<file path="config.mk">
export PLATFORM = sky130hd
export DESIGN_NAME = fat_timestamp_with_utc_offset
export DESIGN_NICKNAME = d
export VERILOG_FILES = /design/src/sv/fatts_pkg.sv /design/src/sv/fat_timestamp_with_utc_offset.sv /design/src/sv/fatts_conv.sv
export SDC_FILE = /design/constraint.sdc
export NUM_CORES = 1
export LEC_CHECK = 0
export BUFFER_PORTS_ARGS = -buffer_cell sky130_fd_sc_hd__buf_2
export CORE_UTILIZATION = 45
export DETAILED_ROUTE_END_ITERATION = 6
export PLACE_DENSITY = 0.73
export SYNTH_ARGS = -nofsm -noshare
export SYNTH_HDL_FRONTEND = slang
export SYNTH_SLANG_ARGS = --single-unit
export TNS_END_PERCENT = 1
</file>
<file path="constraint.sdc">
create_clock -name clk -period 13.6 [get_ports clk]
set_clock_uncertainty 0.2 [all_clocks]
set_input_delay 0.68 -clock clk [delete_from_list [all_inputs] [get_ports clk]]
set_output_delay 0.68 -clock clk [all_outputs]
set_load 0.01 [all_outputs]
</file>
<file path="src/sv/fatts_pkg.sv">
// shared types, constants and calendar helpers for the fat timestamp packer
package fatts_pkg;

  localparam int unsigned YEAR_W   = 12;
  localparam int unsigned MONTH_W  = 4;
  localparam int unsigned DAY_W    = 5;
  localparam int unsigned HOUR_W   = 5;
  localparam int unsigned MINUTE_W = 6;
  localparam int unsigned WORD_W   = 16;
  localparam int unsigned CFG_W    = 8;

  // offset register, biased quarter hours
  localparam logic [CFG_W-1:0] OFFSET_RESET = 8'd48;
  localparam logic [CFG_W-1:0] OFFSET_MAX   = 8'd104;
  localparam logic [CFG_W-1:0] OFFSET_BIAS  = 8'd48;

  // calendar limits
  localparam logic [YEAR_W-1:0] YEAR_MIN     = 12'd1980;
  localparam logic [YEAR_W-1:0] YEAR_MAX     = 12'd2107;
  localparam logic [YEAR_W-1:0] YEAR_NO_LEAP = 12'd2100;
  localparam int unsigned       MIN_PER_DAY  = 1440;

  // fallback stamp 2024-01-01 00:00
  localparam logic [WORD_W-1:0] FALLBACK_DATE = 16'((2024 - 1980) << 9 | (1 << 5) | 1);
  localparam logic [WORD_W-1:0] FALLBACK_TIME = 16'd0;

  typedef struct packed {
    logic                clock_valid;
    logic [YEAR_W-1:0]   year;
    logic [MONTH_W-1:0]  month;
    logic [DAY_W-1:0]    day;
    logic [HOUR_W-1:0]   hour;
    logic [MINUTE_W-1:0] minute;
  } fatts_item_t;

  // leap rule for years 1979..2108: the only century year there not a leap is 2100
  function automatic logic leap_year(input logic [YEAR_W-1:0] y);
    return (y[1:0] == 2'b00) && (y != YEAR_NO_LEAP);
  endfunction

  // month length, zero for a month code outside 1..12
  function automatic logic [DAY_W-1:0] month_days(input logic [YEAR_W-1:0] y,
                                                  input logic [MONTH_W-1:0] m);
    logic [DAY_W-1:0] len;
    unique case (m)
      4'd1, 4'd3, 4'd5, 4'd7, 4'd8, 4'd10, 4'd12: len = 5'd31;
      4'd4, 4'd6, 4'd9, 4'd11:                    len = 5'd30;
      4'd2:                                       len = leap_year(y) ? 5'd29 : 5'd28;
      default:                                    len = 5'd0;
    endcase
    return len;
  endfunction

endpackage

</file>
<file path="src/sv/fat_timestamp_with_utc_offset.sv">
// top level: fat timestamp packer with utc offset register and two-stage pipeline
//
//   channel  direction  handshake              payload
//   in       input      in_valid / in_ready    clock_valid, utc year, month, day, hour, minute
//   out      output     out_valid / out_ready  fat_date, fat_time
//   cfg      input      cfg_wr_en              cfg_wr_data (biased quarter-hour offset)
//
// one item per cycle sustained unless out_ready stalls the output; input register then result
// register, with the whole conversion in the logic between them
// rst_n is synchronous; it empties both stages and sets the offset to 48 (no offset)
// a stalled output holds its item while the input stage still takes one more item;
// in_ready drops only when both stages are full and out_ready is low
module fat_timestamp_with_utc_offset (
  input  logic                          clk,
  input  logic                          rst_n,
  input  logic                          in_valid,
  output logic                          in_ready,
  input  logic                          in_clock_valid,
  input  logic [fatts_pkg::YEAR_W-1:0]   in_utc_year,
  input  logic [fatts_pkg::MONTH_W-1:0]  in_utc_month,
  input  logic [fatts_pkg::DAY_W-1:0]    in_utc_day,
  input  logic [fatts_pkg::HOUR_W-1:0]   in_utc_hour,
  input  logic [fatts_pkg::MINUTE_W-1:0] in_utc_minute,
  output logic                          out_valid,
  input  logic                          out_ready,
  output logic [fatts_pkg::WORD_W-1:0]   out_fat_date,
  output logic [fatts_pkg::WORD_W-1:0]   out_fat_time,
  input  logic                          cfg_wr_en,
  input  logic [fatts_pkg::CFG_W-1:0]    cfg_wr_data
);
  import fatts_pkg::*;

  logic                s1_v_r;
  fatts_item_t         s1_item_r;
  logic                s2_v_r;
  logic [WORD_W-1:0]   date_r;
  logic [WORD_W-1:0]   time_r;
  logic [CFG_W-1:0]    offset_r;
  logic                s2_ready;
  logic [WORD_W-1:0]   date_nxt;
  logic [WORD_W-1:0]   time_nxt;

  // stage flow control
  assign s2_ready = !s2_v_r || out_ready;
  assign in_ready = !s1_v_r || s2_ready;

  // control state and offset register
  always_ff @(posedge clk) begin
    if (!rst_n) begin
      s1_v_r   <= 1'b0;
      s2_v_r   <= 1'b0;
      offset_r <= OFFSET_RESET;
    end else begin
      if (in_ready) begin
        s1_v_r <= in_valid;
      end
      if (s2_ready) begin
        s2_v_r <= s1_v_r;
      end
      if (cfg_wr_en) begin
        offset_r <= cfg_wr_data;
      end
    end
  end

  // input item register
  always_ff @(posedge clk) begin
    if (in_valid && in_ready) begin
      s1_item_r <= '{clock_valid: in_clock_valid, year: in_utc_year, month: in_utc_month,
                     day: in_utc_day, hour: in_utc_hour, minute: in_utc_minute};
    end
  end

  // conversion
  fatts_conv u_conv (
    .item     (s1_item_r),
    .offset_q (offset_r),
    .fat_date (date_nxt),
    .fat_time (time_nxt)
  );

  // result register
  always_ff @(posedge clk) begin
    if (s1_v_r && s2_ready) begin
      date_r <= date_nxt;
      time_r <= time_nxt;
    end
  end

  assign out_valid    = s2_v_r;
  assign out_fat_date = date_r;
  assign out_fat_time = time_r;

endmodule

</file>
<file path="src/sv/fatts_conv.sv">
// combinational offset apply, day roll and fat word packing
module fatts_conv (
  input  fatts_pkg::fatts_item_t        item,
  input  logic [fatts_pkg::CFG_W-1:0]   offset_q,
  output logic [fatts_pkg::WORD_W-1:0]  fat_date,
  output logic [fatts_pkg::WORD_W-1:0]  fat_time
);
  import fatts_pkg::*;

  logic [CFG_W-1:0]      q_cl;
  logic signed [7:0]     off_q;
  logic signed [12:0]    off_min;
  logic [10:0]           day_min;
  logic signed [12:0]    local_min;
  logic                  neg;
  logic                  over;
  logic signed [12:0]    adj_s;
  logic [10:0]           adj;
  logic [21:0]           hq;
  logic [HOUR_W-1:0]     hour_o;
  logic [10:0]           hour_x60;
  logic [MINUTE_W-1:0]   min_o;
  logic [DAY_W-1:0]      md_cur;
  logic [DAY_W-1:0]      md_prev;
  logic [MONTH_W-1:0]    mo_prev;
  logic [YEAR_W-1:0]     y_prev;
  logic                  in_ok;
  logic [YEAR_W-1:0]     y_new;
  logic [MONTH_W-1:0]    mo_new;
  logic [DAY_W-1:0]      d_new;
  logic                  out_ok;
  logic [YEAR_W-1:0]     y_rel;

  // clamp and unbias the offset, scale to minutes
  assign q_cl    = (offset_q > OFFSET_MAX) ? OFFSET_MAX : offset_q;
  assign off_q   = $signed(q_cl - OFFSET_BIAS);
  assign off_min = 13'(off_q) * 13'sd15;

  // input reading check
  assign md_cur = month_days(item.year, item.month);
  assign in_ok  = item.clock_valid && (item.year >= YEAR_MIN) && (item.year <= YEAR_MAX) &&
                  (item.hour <= 5'd23) && (item.minute <= 6'd59) && (md_cur != 5'd0) &&
                  (item.day != 5'd0) && (item.day <= md_cur);

  // minute of day with offset, wrapped into one day
  assign day_min   = 11'(item.hour) * 11'd60 + 11'(item.minute);
  assign local_min = $signed({2'b00, day_min}) + off_min;
  assign neg       = local_min[12];
  assign over      = !neg && (local_min >= 13'sd1440);

  always_comb begin
    priority if (neg) begin
      adj_s = local_min + 13'(MIN_PER_DAY);
    end else if (over) begin
      adj_s = local_min - 13'(MIN_PER_DAY);
    end else begin
      adj_s = local_min;
    end
  end
  assign adj = adj_s[10:0];

  // hour by reciprocal of 60, exact below 1440
  assign hq       = 22'(adj) * 22'd1093;
  assign hour_o   = hq[20:16];
  assign hour_x60 = 11'(hour_o) * 11'd60;
  assign min_o    = 6'(adj - hour_x60);

  // previous month for a backward roll
  assign mo_prev = (item.month > 4'd1) ? item.month - 4'd1 : 4'd12;
  assign y_prev  = (item.month > 4'd1) ? item.year : item.year - 12'd1;
  assign md_prev = month_days(y_prev, mo_prev);

  // one-day roll of the date
  always_comb begin
    y_new  = item.year;
    mo_new = item.month;
    d_new  = item.day;
    priority if (neg) begin
      if (item.day > 5'd1) begin
        d_new = item.day - 5'd1;
      end else begin
        y_new  = y_prev;
        mo_new = mo_prev;
        d_new  = md_prev;
      end
    end else if (over) begin
      if (item.day < md_cur) begin
        d_new = item.day + 5'd1;
      end else begin
        d_new = 5'd1;
        if (item.month < 4'd12) begin
          mo_new = item.month + 4'd1;
        end else begin
          mo_new = 4'd1;
          y_new  = item.year + 12'd1;
        end
      end
    end
  end

  // after the roll only the year can leave its range
  assign out_ok = in_ok && (y_new >= YEAR_MIN) && (y_new <= YEAR_MAX);
  assign y_rel  = y_new - YEAR_MIN;

  // pack, or give the fallback stamp
  assign fat_date = out_ok ? {y_rel[6:0], mo_new, d_new} : FALLBACK_DATE;
  assign fat_time = out_ok ? {hour_o, min_o, 5'd0} : FALLBACK_TIME;

endmodule
</file>
; ---- After elaboration in Yosys (flattened, before gate mapping)
; Index checks and enable logic that the tools add are counted.
[word_totals]
regBits = 75
in_bits = 46
out_inout_bits = 34
[op_classes]
add_sub_neg = 13
multipliers = 4
magnitude_cmp = 13
eq_ne = 26
muxes = 23
n_reduce_logical = 27
[ops]
columns = op, count
row1 = 12-bit 2-to-1 mux, 6
row2 = 4-bit == test (second input constant), 10
row3 = 4-bit by 3-bit == test with 1-bit output (second input constant), 8
row4 = 5-bit one-hot mux with 3 select lines, 2
row5 = 12-bit by 11-bit >= comparator with 1-bit output (second input constant), 2
row6 = 12-bit less-or-equal comparator (second input constant), 2
row7 = 4-bit 2-to-1 mux, 6
row8 = 12-bit inequality test (second input constant), 2
row9 = 11-bit 2-to-1 mux, 2
row10 = 11-bit by 11-bit multiplier with 21-bit output (second input constant), 1
row11 = 5-bit 2-to-1 mux, 4
row12 = 4-bit by 2-bit == test with 1-bit output (second input constant), 4
row13 = 1-bit logical AND, 14
row14 = 7-bit OR reduction, 2
row15 = 12-bit by 13-bit adder with 13-bit output, 1
row16 = 13-bit by 12-bit >= comparator with 1-bit output (second input constant), 1
row17 = 8-bit by 5-bit multiplier with 13-bit output (second input constant), 1
row18 = 12-bit by 1-bit adder with 12-bit output (second input constant), 1
row19 = 12-bit by 1-bit subtractor with 12-bit output (second input constant), 1
row20 = 11-bit adder (second input constant), 1
row21 = 11-bit by 6-bit adder with 11-bit output, 1
row22 = 11-bit subtractor (second input constant), 1
row23 = 5-bit nonzero test, 2
row24 = 5-bit by 4-bit multiplier with 9-bit output (second input constant), 1
row25 = other kinds (23), 30

; ---- Logic depth before layout (Yosys ltp)
; Gate-level depths: netlist of the first run.
[logic_depth]
word_depth = 12
ltp_mapped = 47
mapped_depth_nobuf = 47

; ---- Hierarchy
; From an unflattened synthesis of the first run, not the netlist that was laid out.
[unflattened]
cells_unflattened = 787
hier_area_um2 = 7674.9
[by_module_without_submodules]
columns = module, instances, cells_per_inst, area_per_inst_um2, seq_area_each_um2
row1 = fatts_conv, 1, 687, 5337.6, 0.0
row2 = fat_timestamp_with_utc_offset, 1, 100, 2337.2, 2152.1

; ---- Least setup slack after synthesis of the first run
; Ideal clock, no wire load.
[synth_timing]
path_kind = reg2reg
startpoint = register s1_item_r[8] (netlist name)
endpoint = register time_r[10] (netlist: out_fat_time[10]) (data pin)
setup_time_ns = 0.255
t_arrival_ns = 10.885
setup_slack_ns = 2.260
path_stages_with_launch = 44
path_buffers = 3
synth_period_minus_slack_ns = 11.340
path_cell_list = edfxtp_1 fa_1 fa_1 fa_1 ha_1 nor2b_1 o21a_1 xnor2_1 fa_1 inv_1 fa_1 fa_1 ha_1 and3_1 a221oi_2 a211oi_1 or2_1 buf_2 (+8 left out) ha_1 ha_1 ha_1 a21o_1 a21oi_1 o21bai_1 a221o_1 a21oi_1 xnor2_1 ha_1 ha_1 ha_1 inv_1 ha_1 a21oi_1 xnor2_1 xnor3_1 and3_1
[synth_between]
elab_chain_cells = 10
word_cells_on_any_way = 25
cone_classes = add/sub (5) / mul (3) / order compare (4) / mux (4) / reduce/logical (9)
[synth_rtl]
columns = item, line_no
row1 = "start, declared", fat_timestamp_with_utc_offset.sv:34  ; fatts_item_t s1_item_r;
row2 = "start signal, assigned", fat_timestamp_with_utc_offset.sv:69  ; s1_item_r <= '{clock_valid: in_clock_valid, year: in_utc_year, month: in_utc_month,
row3 = 5-bit by 4-bit multiplier with 9-bit output *, fatts_conv.sv:46  ; assign day_min = 11'(item.hour) * 11'd60 + 11'(item.minute);
row4 = 11-bit by 6-bit adder with 11-bit output *, fatts_conv.sv:46
row5 = 12-bit by 13-bit adder with 13-bit output *, fatts_conv.sv:47  ; assign local_min = $signed({2'b00, day_min}) + off_min;
row6 = 13-bit by 12-bit >= comparator with 1-bit output / 1-bit zero test (equally long branches), fatts_conv.sv:49  ; assign over = !neg && (local_min >= 13'sd1440);
row7 = 1-bit logical AND, fatts_conv.sv:49
row8 = 11-bit 2-to-1 mux, fatts_conv.sv:54  ; end else if (over) begin
row9 = 11-bit 2-to-1 mux *, fatts_conv.sv:52  ; priority if (neg) begin
row10 = 11-bit by 11-bit multiplier with 21-bit output *, fatts_conv.sv:63  ; assign hq = 22'(adj) * 22'd1093;
row11 = via u_conv.hq[17], fatts_conv.sv:19  ; logic [21:0] hq;
row12 = 5-bit by 4-bit multiplier with 4-bit output *, fatts_conv.sv:65  ; assign hour_x60 = 11'(hour_o) * 11'd60;
row13 = 6-bit subtractor *, fatts_conv.sv:66  ; assign min_o = 6'(adj - hour_x60);
row14 = "end signal, assigned", fat_timestamp_with_utc_offset.sv:86  ; time_r <= time_nxt;
row15 = "end, declared", fat_timestamp_with_utc_offset.sv:37  ; logic [WORD_W-1:0] time_r;
; Mark *: on every way through the listed nets, which the timed path passes. The rest lies on a longest branch.
; A chain may end at the register's enable or synchronous reset.

; ---- Final worst setup path of the first run
; Ends and elaborated chain as after synthesis.

==> results of run 1 <==
## registers in the layout, indices dropped and copies added (netlist names)
signal        cells
out_fat_time     11
s1_item_r        33
out_valid         1
offset_r          8
s1_v_r            1
out_fat_date     16
## final timing paths
kind / from / to / slack (ns) / depth (start not counted)
worst max-delay path: s1_item_r[8] / out_fat_time[10] / 1.14 / 41
worst min-delay path: in_utc_day[3] / s1_item_r[14] / 0.30 / 1
worst min register to register: offset_r[1] / offset_r[1] / 0.31 / 2
worst max register to register: s1_item_r[8] / out_fat_time[10] / 1.14 / 41
## cells in the mapped netlist (all sizes together) (4+ instances only)
cell type,instances,area share (%)
a21o,14,1.4
nand3b,5,0.48
nand2,42,2.0
o2111a,4,0.58
a31oi,10,0.80
a21oi,38,2.4
fa,35,9.0
xnor2,27,3.0
o21a,11,1.1
o21bai,5,0.48
nand2b,5,0.40
o21ai,30,2.0
o2111ai,4,0.45
edfxtp,60,23
inv,96,4.6
nor2,41,2.0
nor2b,17,1.4
nor3,24,1.7
nand3,17,1.2
buf,17,1.5
and3,24,1.9
o22ai,4,0.32
xor2,15,1.8
a211oi,10,1.2
a221oi,4,0.53
mux2i,10,1.3
nand4,7,0.56
ha,125,20
a211o,5,0.56
o211ai,7,0.67
clkbuf,11,0.53
and2,11,0.88
or3,10,0.80
dfxtp,10,2.6
or2,7,0.56
## area by class of cell
type / instances / share of cell area, %
tap: 220 / 3.18
inverter: 96 / 4.17
clock buffer: 10 / 2.65
clock inverter: 6 / 0.999
multi-input combinational: 621 / 61.2
sequential: 70 / 23.2
timing repair buffer: 78 / 4.63
## critical path, delay by kind of cell, from the launching register on
family / cells / cell delay (ns)
flops: 1 / 0.50
xor+xnor: 5 / 1.51
simple gates: 3 / 0.80
fa+ha+maj: 17 / 6.50
buf+inv: 4 / 0.24
compound gates: 12 / 2.47
## per-layer routing
metal | vias to the layer above | part of all wire [%]
met5 | - | 0
met2 | 159 | 46
met4 | 0 | 1.6
met3 | 20 | 6.4
met1 | 2858 | 46
li1 | 3052 | -
## cells by family (layout without fill, tap and decap cells)
logic type	count (synthesis)	count (layout)
other	1	5
AO/OA/AOI/OAI	181	181
multiplexers	10	10
XOR/XNOR	43	43
AND/OR/NAND/NOR	222	222
flip-flops	70	70
buffers and inverters	124	190
adder cells (fa/ha/maj)	160	160
## cell usage in the layout (no fill, tap or decap), drive strengths merged, types with 7 or more instances in the layout
cell type  netlist  final
mux2i           10     10
nor2b           17     17
xor2            15     15
clkbuf          11     10
or2              7      7
a211oi          10     10
fa              35     35
a21o            14     14
buf             17     78
nor2            41     41
xnor2           27     27
nand3           17     17
o21a            11     11
nand4            7      7
or3             10     10
a21oi           38     38
nor3            24     24
and2            11     11
nand2           42     42
a31oi           10     10
inv             96     96
edfxtp          60     60
o211ai           7      7
dfxtp           10     10
ha             125    125
o21ai           30     30
and3            24     24
## metrics by stage
stage	setup WS [ns]	hold WS [ns]	utilization, %	instance area, sq um	cells
floorplan	2.26	0.274	-	7810	815
global placement	1.59	0.288	49.7	8330	1085
CTS	1.15	0.293	51.6	8640	1101
finish	1.14	0.302	51.6	8640	1101
global route	0.392	0.298	51.6	8640	1101
detailed placement	1.27	0.299	49.7	8330	1085
==> run_results.csv, run 1 <==
group,metric,value,unit
synthesis,async_flop_share,0,%
clock_network,cts_buffers,9,
synthesis,synth-seq-area-share,25.7,%
critical_path,slowest_delay,0.75,ns
synthesis,synthMuxAreaShare,1.28,%
placement,dp_hpwl,13.3,mm
sta,maxSlewHeadroom,35.8,%
hold_path,hp-class,"in -> reg",
critical_path,worstPathRequired,13.49,ns
detailed_routing,vias,6089,
clock_network,numClockSinks,70,
status,status,"complete, no violations",
grt,use_met2,32.1,%
critical_path,path_class,"reg -> reg",
clock_network,cts.hold.buffers_added,0,
floorplanning,die-area,17800,sq um
synthesis,synth_compound_area_share,17.1,%
synthesis,syn_avg_cell_area,9.61,sq um
synthesis,post_synth_fa_ha_maj_area_fraction,29.1,%
placement,globalplace.congestion,0.895,
sta,hold_viol_final,0,
synthesis,syn_inst,811,
sta,period_needed,12.46,ns
sta,slew_viol_final,0,
sta,setup_tns,0,ns
critical_path,cp_max_fo,14,
sta,setup_violations,0,
critical_path,crit_top_cell,"ha_1",
finish,syn2layout_area_growth,10.9,%
clock_network,cts_buffer_depth,2,
sta,rsz0062_at_grt,"no",
finish,drive_gt1_share,13.1,%
detailed_routing,vias_per_cell,5.53,
critical_path,arrival,12.35,ns
clock_network,cts_root_buffer,"clkbuf_16",
floorplanning,die_w,134,microns
synthesis,synth_xor_area_share,5.11,%
critical_path,cp-start-kind,"flip-flop",
synthesis,synth_simple_gate_area_share,15.0,%
synthesis,synth_area,7790,sq um
synthesis,yosys_warnings,0,
floorplanning,ioPinCount,80,
clock_network,h-tree-depth,3,
floorplanning,core-area,16800,sq um
clock_network,cts.clk_slew.worst_paths,0.06,ns
floorplanning,num_rows,47,
detailed_routing,remaining_drc_errors,0,
critical_path,worstSetupEndpointType,"flip-flop",
grt,grt_use_met1,25.3,%
grt,grt_pass1_wl,27.7,mm
clock_network,clock_latency,0.35,ns
placement,io_buffers,74,
grt,grt_busiest_layer,"met2",
synthesis,postSynthRegisterBits,70,
clock_network,cts_tree,"yes",
detailed_routing,wirelength,16.5,mm
finish,multi_input_area,5290,sq um
detailed_routing,first_iter_violations,501,
detailed_routing,drt_first_pass_iters,5,
floorplanning,initial_core_util,46.5,%
grt,antenna_found_initial,0,
finish,nNetsFinal,1082,
detailed_routing,wl_per_cell,15.0,microns
grt,grtUsageTotal,19.5,%
grt,grt_use_met3,4.49,%
synthesis,synth_ff_type,"edfxtp_1",
grt,grt_max_degree,34,
synthesis,synthDistinctLibCells,80,
floorplanning,die_h,134,microns
finish,seq_area,2000,sq um
sta,fmaxAchievable,0.0803,GHz
run,drv_cap,0,
grt,grt_overflow,0,
sta,finalCritPeriodShare,91.6,%
clock_network,cts_resized,0,
finish,antenna_cells,0,
synthesis,synth_top_family_by_area,"adder cells",
finish,n_fill_cell,1562,
synthesis,synth_edf_count,60,
critical_path,slowest_stage,"xor2_1",
sta,tightest_slew,0.957,ns
grt,grt_pass1_vias,5848,
detailed_routing,postRouteAntennaNets,0,
clock_network,post-cts-setup-buffer-count,0,
Power of run 1 is not shown: default switching activity piles up to over one toggle a cycle in this logic, so the estimate is an artifact.
==> run 2, diff against run 1 <==
--- a/config.mk
+++ b/config.mk
@@ -6,9 +6,9 @@
 export NUM_CORES = 1
 export LEC_CHECK = 0
 export BUFFER_PORTS_ARGS = -buffer_cell sky130_fd_sc_hd__buf_2
-export CORE_UTILIZATION = 45
+export CORE_UTILIZATION = 50
 export DETAILED_ROUTE_END_ITERATION = 6
-export PLACE_DENSITY = 0.73
+export PLACE_DENSITY = 0.78
 export SYNTH_ARGS = -nofsm -noshare
 export SYNTH_HDL_FRONTEND = slang
 export SYNTH_SLANG_ARGS = --single-unit
==> run_results.csv, run 2 (synthesis gave the netlist of run 1 again) <==
group,metric,value,unit
sta,tightest_slew,0.988,ns
sta,maxSlewHeadroom,33.7,%
clock_network,cts_tree,"yes",
finish,final_common_cell,"ha_1",
finish,top_register,"s1_item_r",
floorplanning,die_w,127,microns
critical_path,worstPathRequired,13.49,ns
grt,grt_max_degree,34,
finish,antenna_cells,0,
sta,rsz0062_at_grt,"no",
floorplanning,core-area,15200,sq um
clock_network,cts_buffer_depth,2,
detailed_routing,vias_per_cell,5.74,
placement,io_buffers,74,
grt,grt_overflow,0,
clock_network,cts_buffers,9,
detailed_routing,wirelength,16.3,mm
critical_path,slowest_delay,0.75,ns
finish,layout_common_cells,"ha_1, inv_1, buf_2",
critical_path,slowest_stage,"xor2_1",
sta,period_needed,12.37,ns
finish,n_fill_cell,1334,
clock_network,clock_latency,0.35,ns
sta,finalCritPeriodShare,91.0,%
critical_path,cp-start-kind,"flip-flop",
run,drv_cap,0,
critical_path,crit_top_cell,"ha_1",
clock_network,cts.hold.buffers_added,0,
detailed_routing,drt_first_pass_iters,6,
finish,drive_gt1_share,13.2,%
grt,grt_pass1_wl,27.2,mm
detailed_routing,vias,6134,
grt,grtUsageTotal,21.3,%
critical_path,critPathTopFamily,"adder cells",
sta,setup_violations,0,
clock_network,h-tree-depth,3,
status,status,"complete, no violations",
detailed_routing,remaining_drc_errors,0,
clock_network,post-cts-setup-buffer-count,0,
placement,dp_hpwl,12.9,mm
detailed_routing,postRouteAntennaNets,0,
clock_network,cts_resized,0,
floorplanning,ioPinCount,80,
critical_path,worstSetupEndpointType,"flip-flop",
floorplanning,die-area,16100,sq um
clock_network,cts.clk_slew.worst_paths,0.06,ns
floorplanning,die_h,127,microns
sta,fmaxAchievable,0.0808,GHz
floorplanning,num_rows,45,
clock_network,cts_root_buffer,"clkbuf_16",
hold_path,hp-class,"in -> reg",
sta,hold_viol_final,0,
finish,largest_reg_flops,33,
sta,slew_viol_final,0,
clock_network,numClockSinks,70,
critical_path,cp_max_fo,14,
finish,fin_util,56.6,%
floorplanning,initial_core_util,51.3,%
finish,syn2layout_area_growth,10.5,%
grt,antenna_found_initial,1,
sta,setup_tns,0,ns
finish,nNetsFinal,1082,
critical_path,crit_buf_inv,6,
detailed_routing,first_iter_violations,567,
grt,grt_pass1_vias,5867,
placement,globalplace.congestion,0.942,
detailed_routing,wl_per_cell,15.2,microns
critical_path,arrival,12.27,ns
critical_path,path_class,"reg -> reg",
==> run 2: per-layer routing <==
layer	GRT usage, %	wire [microns]	share of wire [%]
met3	4.13	1110	6.8
met1	27.1	7300	45
met2	36.4	7650	47
met5	0	0	0
met4	6.86	189	1.2
==> run 2: area by class of cell <==
cell class / instances / area [sq um] / area share, %
clock buffers: 9 / 225 / 2.62
clock inverters: 7 / 96.3 / 1.12
inverters: 96 / 360 / 4.19
multi-input cells: 621 / 5290 / 61.4
flip-flops and latches: 70 / 2000 / 23.3
well taps: 188 / 235 / 2.73
repair buffers: 78 / 400 / 4.65
==> run 2: stage by stage <==
stage	std cells	setup slack [ns]	area (sq um)	hold WS (ns)
after floorplan	815	2.26	7810	0.274
after global placement	1053	1.61	8290	0.291
after detailed placement	1053	1.27	8290	0.297
after CTS	1069	1.25	8610	0.295
after global routing	1069	0.456	8610	0.296
final	1069	1.23	8610	0.305
==> run 2: path summary, 6_finish.rpt <==
check	end	startpoint	cells after the start	slack [ns]
setup / recovery	out_fat_time[10]	s1_item_r[8]	43	1.23
hold / removal	s1_item_r[9]	in_utc_hour[3]	1	0.31
setup reg to reg	out_fat_time[10]	s1_item_r[8]	43	1.23
hold reg to reg	out_valid	s1_v_r	1	0.31
Power of run 2 is left out for the same reason.
==> run 3, diff against run 2 <==
--- a/config.mk
+++ b/config.mk
@@ -5,10 +5,12 @@
 export SDC_FILE = /design/constraint.sdc
 export NUM_CORES = 1
 export LEC_CHECK = 0
+export ABC_CLOCK_PERIOD_IN_PS = 11230
 export BUFFER_PORTS_ARGS = -buffer_cell sky130_fd_sc_hd__buf_2
+export CAP_MARGIN = 5
 export CORE_UTILIZATION = 50
 export DETAILED_ROUTE_END_ITERATION = 6
-export PLACE_DENSITY = 0.78
+export PLACE_DENSITY = 0.81
 export SYNTH_ARGS = -nofsm -noshare
 export SYNTH_HDL_FRONTEND = slang
 export SYNTH_SLANG_ARGS = --single-unit
==> constraint.sdc (replaced) <==
create_clock -name clk -period 11.23 [get_ports clk]
set_clock_uncertainty 0.2 [all_clocks]
set_input_delay 0.5615 -clock clk [delete_from_list [all_inputs] [get_ports clk]]
set_output_delay 0.5615 -clock clk [all_outputs]
set_load 0.01 [all_outputs]
==> run_results.csv, run 3 (synthesis gave the netlist of run 1 again) <==
group,metric,value,unit
clock_network,cts_buffer_depth,2,
hold_path,whs_path_depth,1,
grt,grt_pass1_wl,28.4,mm
placement,io_buffers,74,
sta,rsz0062_at_grt,"yes",
critical_path,cp-start-kind,"flip-flop",
grt,grt_max_degree,34,
detailed_routing,postRouteAntennaNets,0,
sta,maxSlewHeadroom,34.6,%
detailed_routing,wirelength,18.0,mm
sta,tightest_slew,0.974,ns
clock_network,clock_latency,0.34,ns
sta,finalCritPeriodShare,98.1,%
floorplanning,die-area,16100,sq um
sta,setup_tns,0,ns
grt,grt_pass1_vias,6099,
critical_path,crit_top_cell,"ha_4",
placement,globalplace.congestion,0.917,
placement,dp_hpwl,13.7,mm
finish,largest_reg_flops,33,
critical_path,worstSetupEndpointType,"flip-flop",
sta,setup_violations,0,
detailed_routing,vias_per_cell,5.68,
finish,layout.cells.non_filler,1120,
critical_path,reg2reg_depth,42,
status,status,"complete, no violations",
finish,layout_common_cells,"ha_1, inv_1, buf_2",
clock_network,cts.clk_slew.worst_paths,0.05,ns
detailed_routing,first_iter_violations,478,
finish,antenna_cells,0,
floorplanning,die_h,127,microns
critical_path,cp_max_fo,7,
critical_path,r2r-start,"s1_item_r[6]",
clock_network,h-tree-depth,3,
grt,antenna_found_initial,0,
run,drv_cap,0,
clock_network,cts.hold.buffers_added,0,
detailed_routing,remaining_drc_errors,0,
clock_network,cts_tree,"yes",
critical_path,worstReg2RegEnd,"out_fat_time[10]",
floorplanning,core-area,15200,sq um
detailed_routing,drt_first_pass_iters,5,
finish,syn2layout_area_growth,20.9,%
clock_network,cts_buffers,9,
sta,fmaxAchievable,0.0908,GHz
finish,top_register,"s1_item_r",
detailed_routing,vias,6356,
hold_path,min_from,"in_utc_year[10]",
placement,dp.cells,1091,
detailed_routing,wl_per_cell,16.1,microns
clock_network,numClockSinks,70,
critical_path,path_class,"reg -> reg",
floorplanning,initial_core_util,51.3,%
critical_path,worstPathRequired,11.13,ns
floorplanning,num_rows,45,
grt,grtUsageTotal,22.4,%
sta,hold_viol_final,0,
finish,final_common_cell,"ha_1",
sta,slew_viol_final,0,
finish,n_fill_cell,1257,
hold_path,hp-class,"in -> reg",
sta,period_needed,11.02,ns
finish,nNetsFinal,1134,
clock_network,cts_root_buffer,"clkbuf_16",
critical_path,slowest_stage,"fa_1",
hold_path,worstHoldEndpoint,"s1_item_r[30]",
sta,setup_slack,0.213,ns
floorplanning,ioPinCount,80,
floorplanning,die_w,127,microns
finish,drive_gt1_share,24.6,%
grt,grt_overflow,0,
critical_path,slowest_delay,0.61,ns
placement,place_ws,-0.218,ns
critical_path,arrival,10.92,ns
critical_path,r2r_slack,0.21,ns
[run 3: cell types whose count changed in the layout (fill, tap and decap cells not counted), moves of 4 or more]
cell / delta
buf_4: +48
ha_1: -24
ha_4: +23
inv_1: -10
inv_2: +10
a21oi_1: -7
o21ai_0: -7
a21oi_2: +6
buf_6: +4
xnor2_1: -4
xnor2_2: +4
[run 3: stage by stage]
| step | hold slack, ns | area, sq um | util, % |
|---|---|---|---|
| floorplan | 0.274 | 7810 | - |
| global route | 0.179 | 9420 | 62.0 |
| detailed placement | 0.300 | 8580 | 56.4 |
| global placement | 0.296 | 8580 | 56.4 |
| CTS | 0.179 | 8970 | 59.0 |
| finish | 0.188 | 9420 | 62.0 |
[run 3: how the worst max path moves through the flow]
stage | start | end | slack (ns) | cells after the start
final | s1_item_r[6] | out_fat_time[10] | 0.21 | 42
after global routing | s1_item_r[6] | out_fat_time[10] | -0.15 | 41
after CTS | s1_item_r[8] | out_fat_time[10] | 0.02 | 43
after detailed placement | s1_item_r[6] | out_fat_time[10] | -0.22 | 43
after global placement | s1_item_r[6] | out_fat_time[10] | 0.04 | 43
after floorplan | s1_item_r[8] | out_fat_time[10] | 0.07 | 43
[run 3: final cells by class]
type | instances | area, sq um | area share [%]
Timing Repair Buffer | 130 | 806 | 8.55
Clock buffer | 11 | 233 | 2.47
Tap cell | 188 | 235 | 2.50
Clock inverter | 4 | 25.0 | 0.266
Multi-Input combinational cell | 621 | 5760 | 61.1
Inverter | 96 | 360 | 3.82
Sequential cell | 70 | 2000 | 21.2
[run 3: worst max-delay path, delay by kind of cell, from the launching register on]
family,cells,cell delay (ns)
adder cells (fa/ha/maj),17,6.00
AO/OA/AOI/OAI,7,1.34
AND/OR/NAND/NOR,7,1.25
XOR/XNOR,5,0.83
buffers and inverters,6,0.70
flip-flops,1,0.42
[run 3: timing repair]
action | in CTS | in global routing
endpoints found under the setup margin | 1 | 2
setup buffers | 4 | 10
pin swaps | 15 | 45
resized for setup | 17 | 64
[run 3: metal layers]
layer  share of wire [%]  wire, microns  track usage (%)
met1                  45           8140             28.6
met2                  48           8630             37.7
met4                 1.6            296             6.72
met5                   0              0                0
met3                 5.3            962             5.19
Power of run 3 is left out for the same reason.
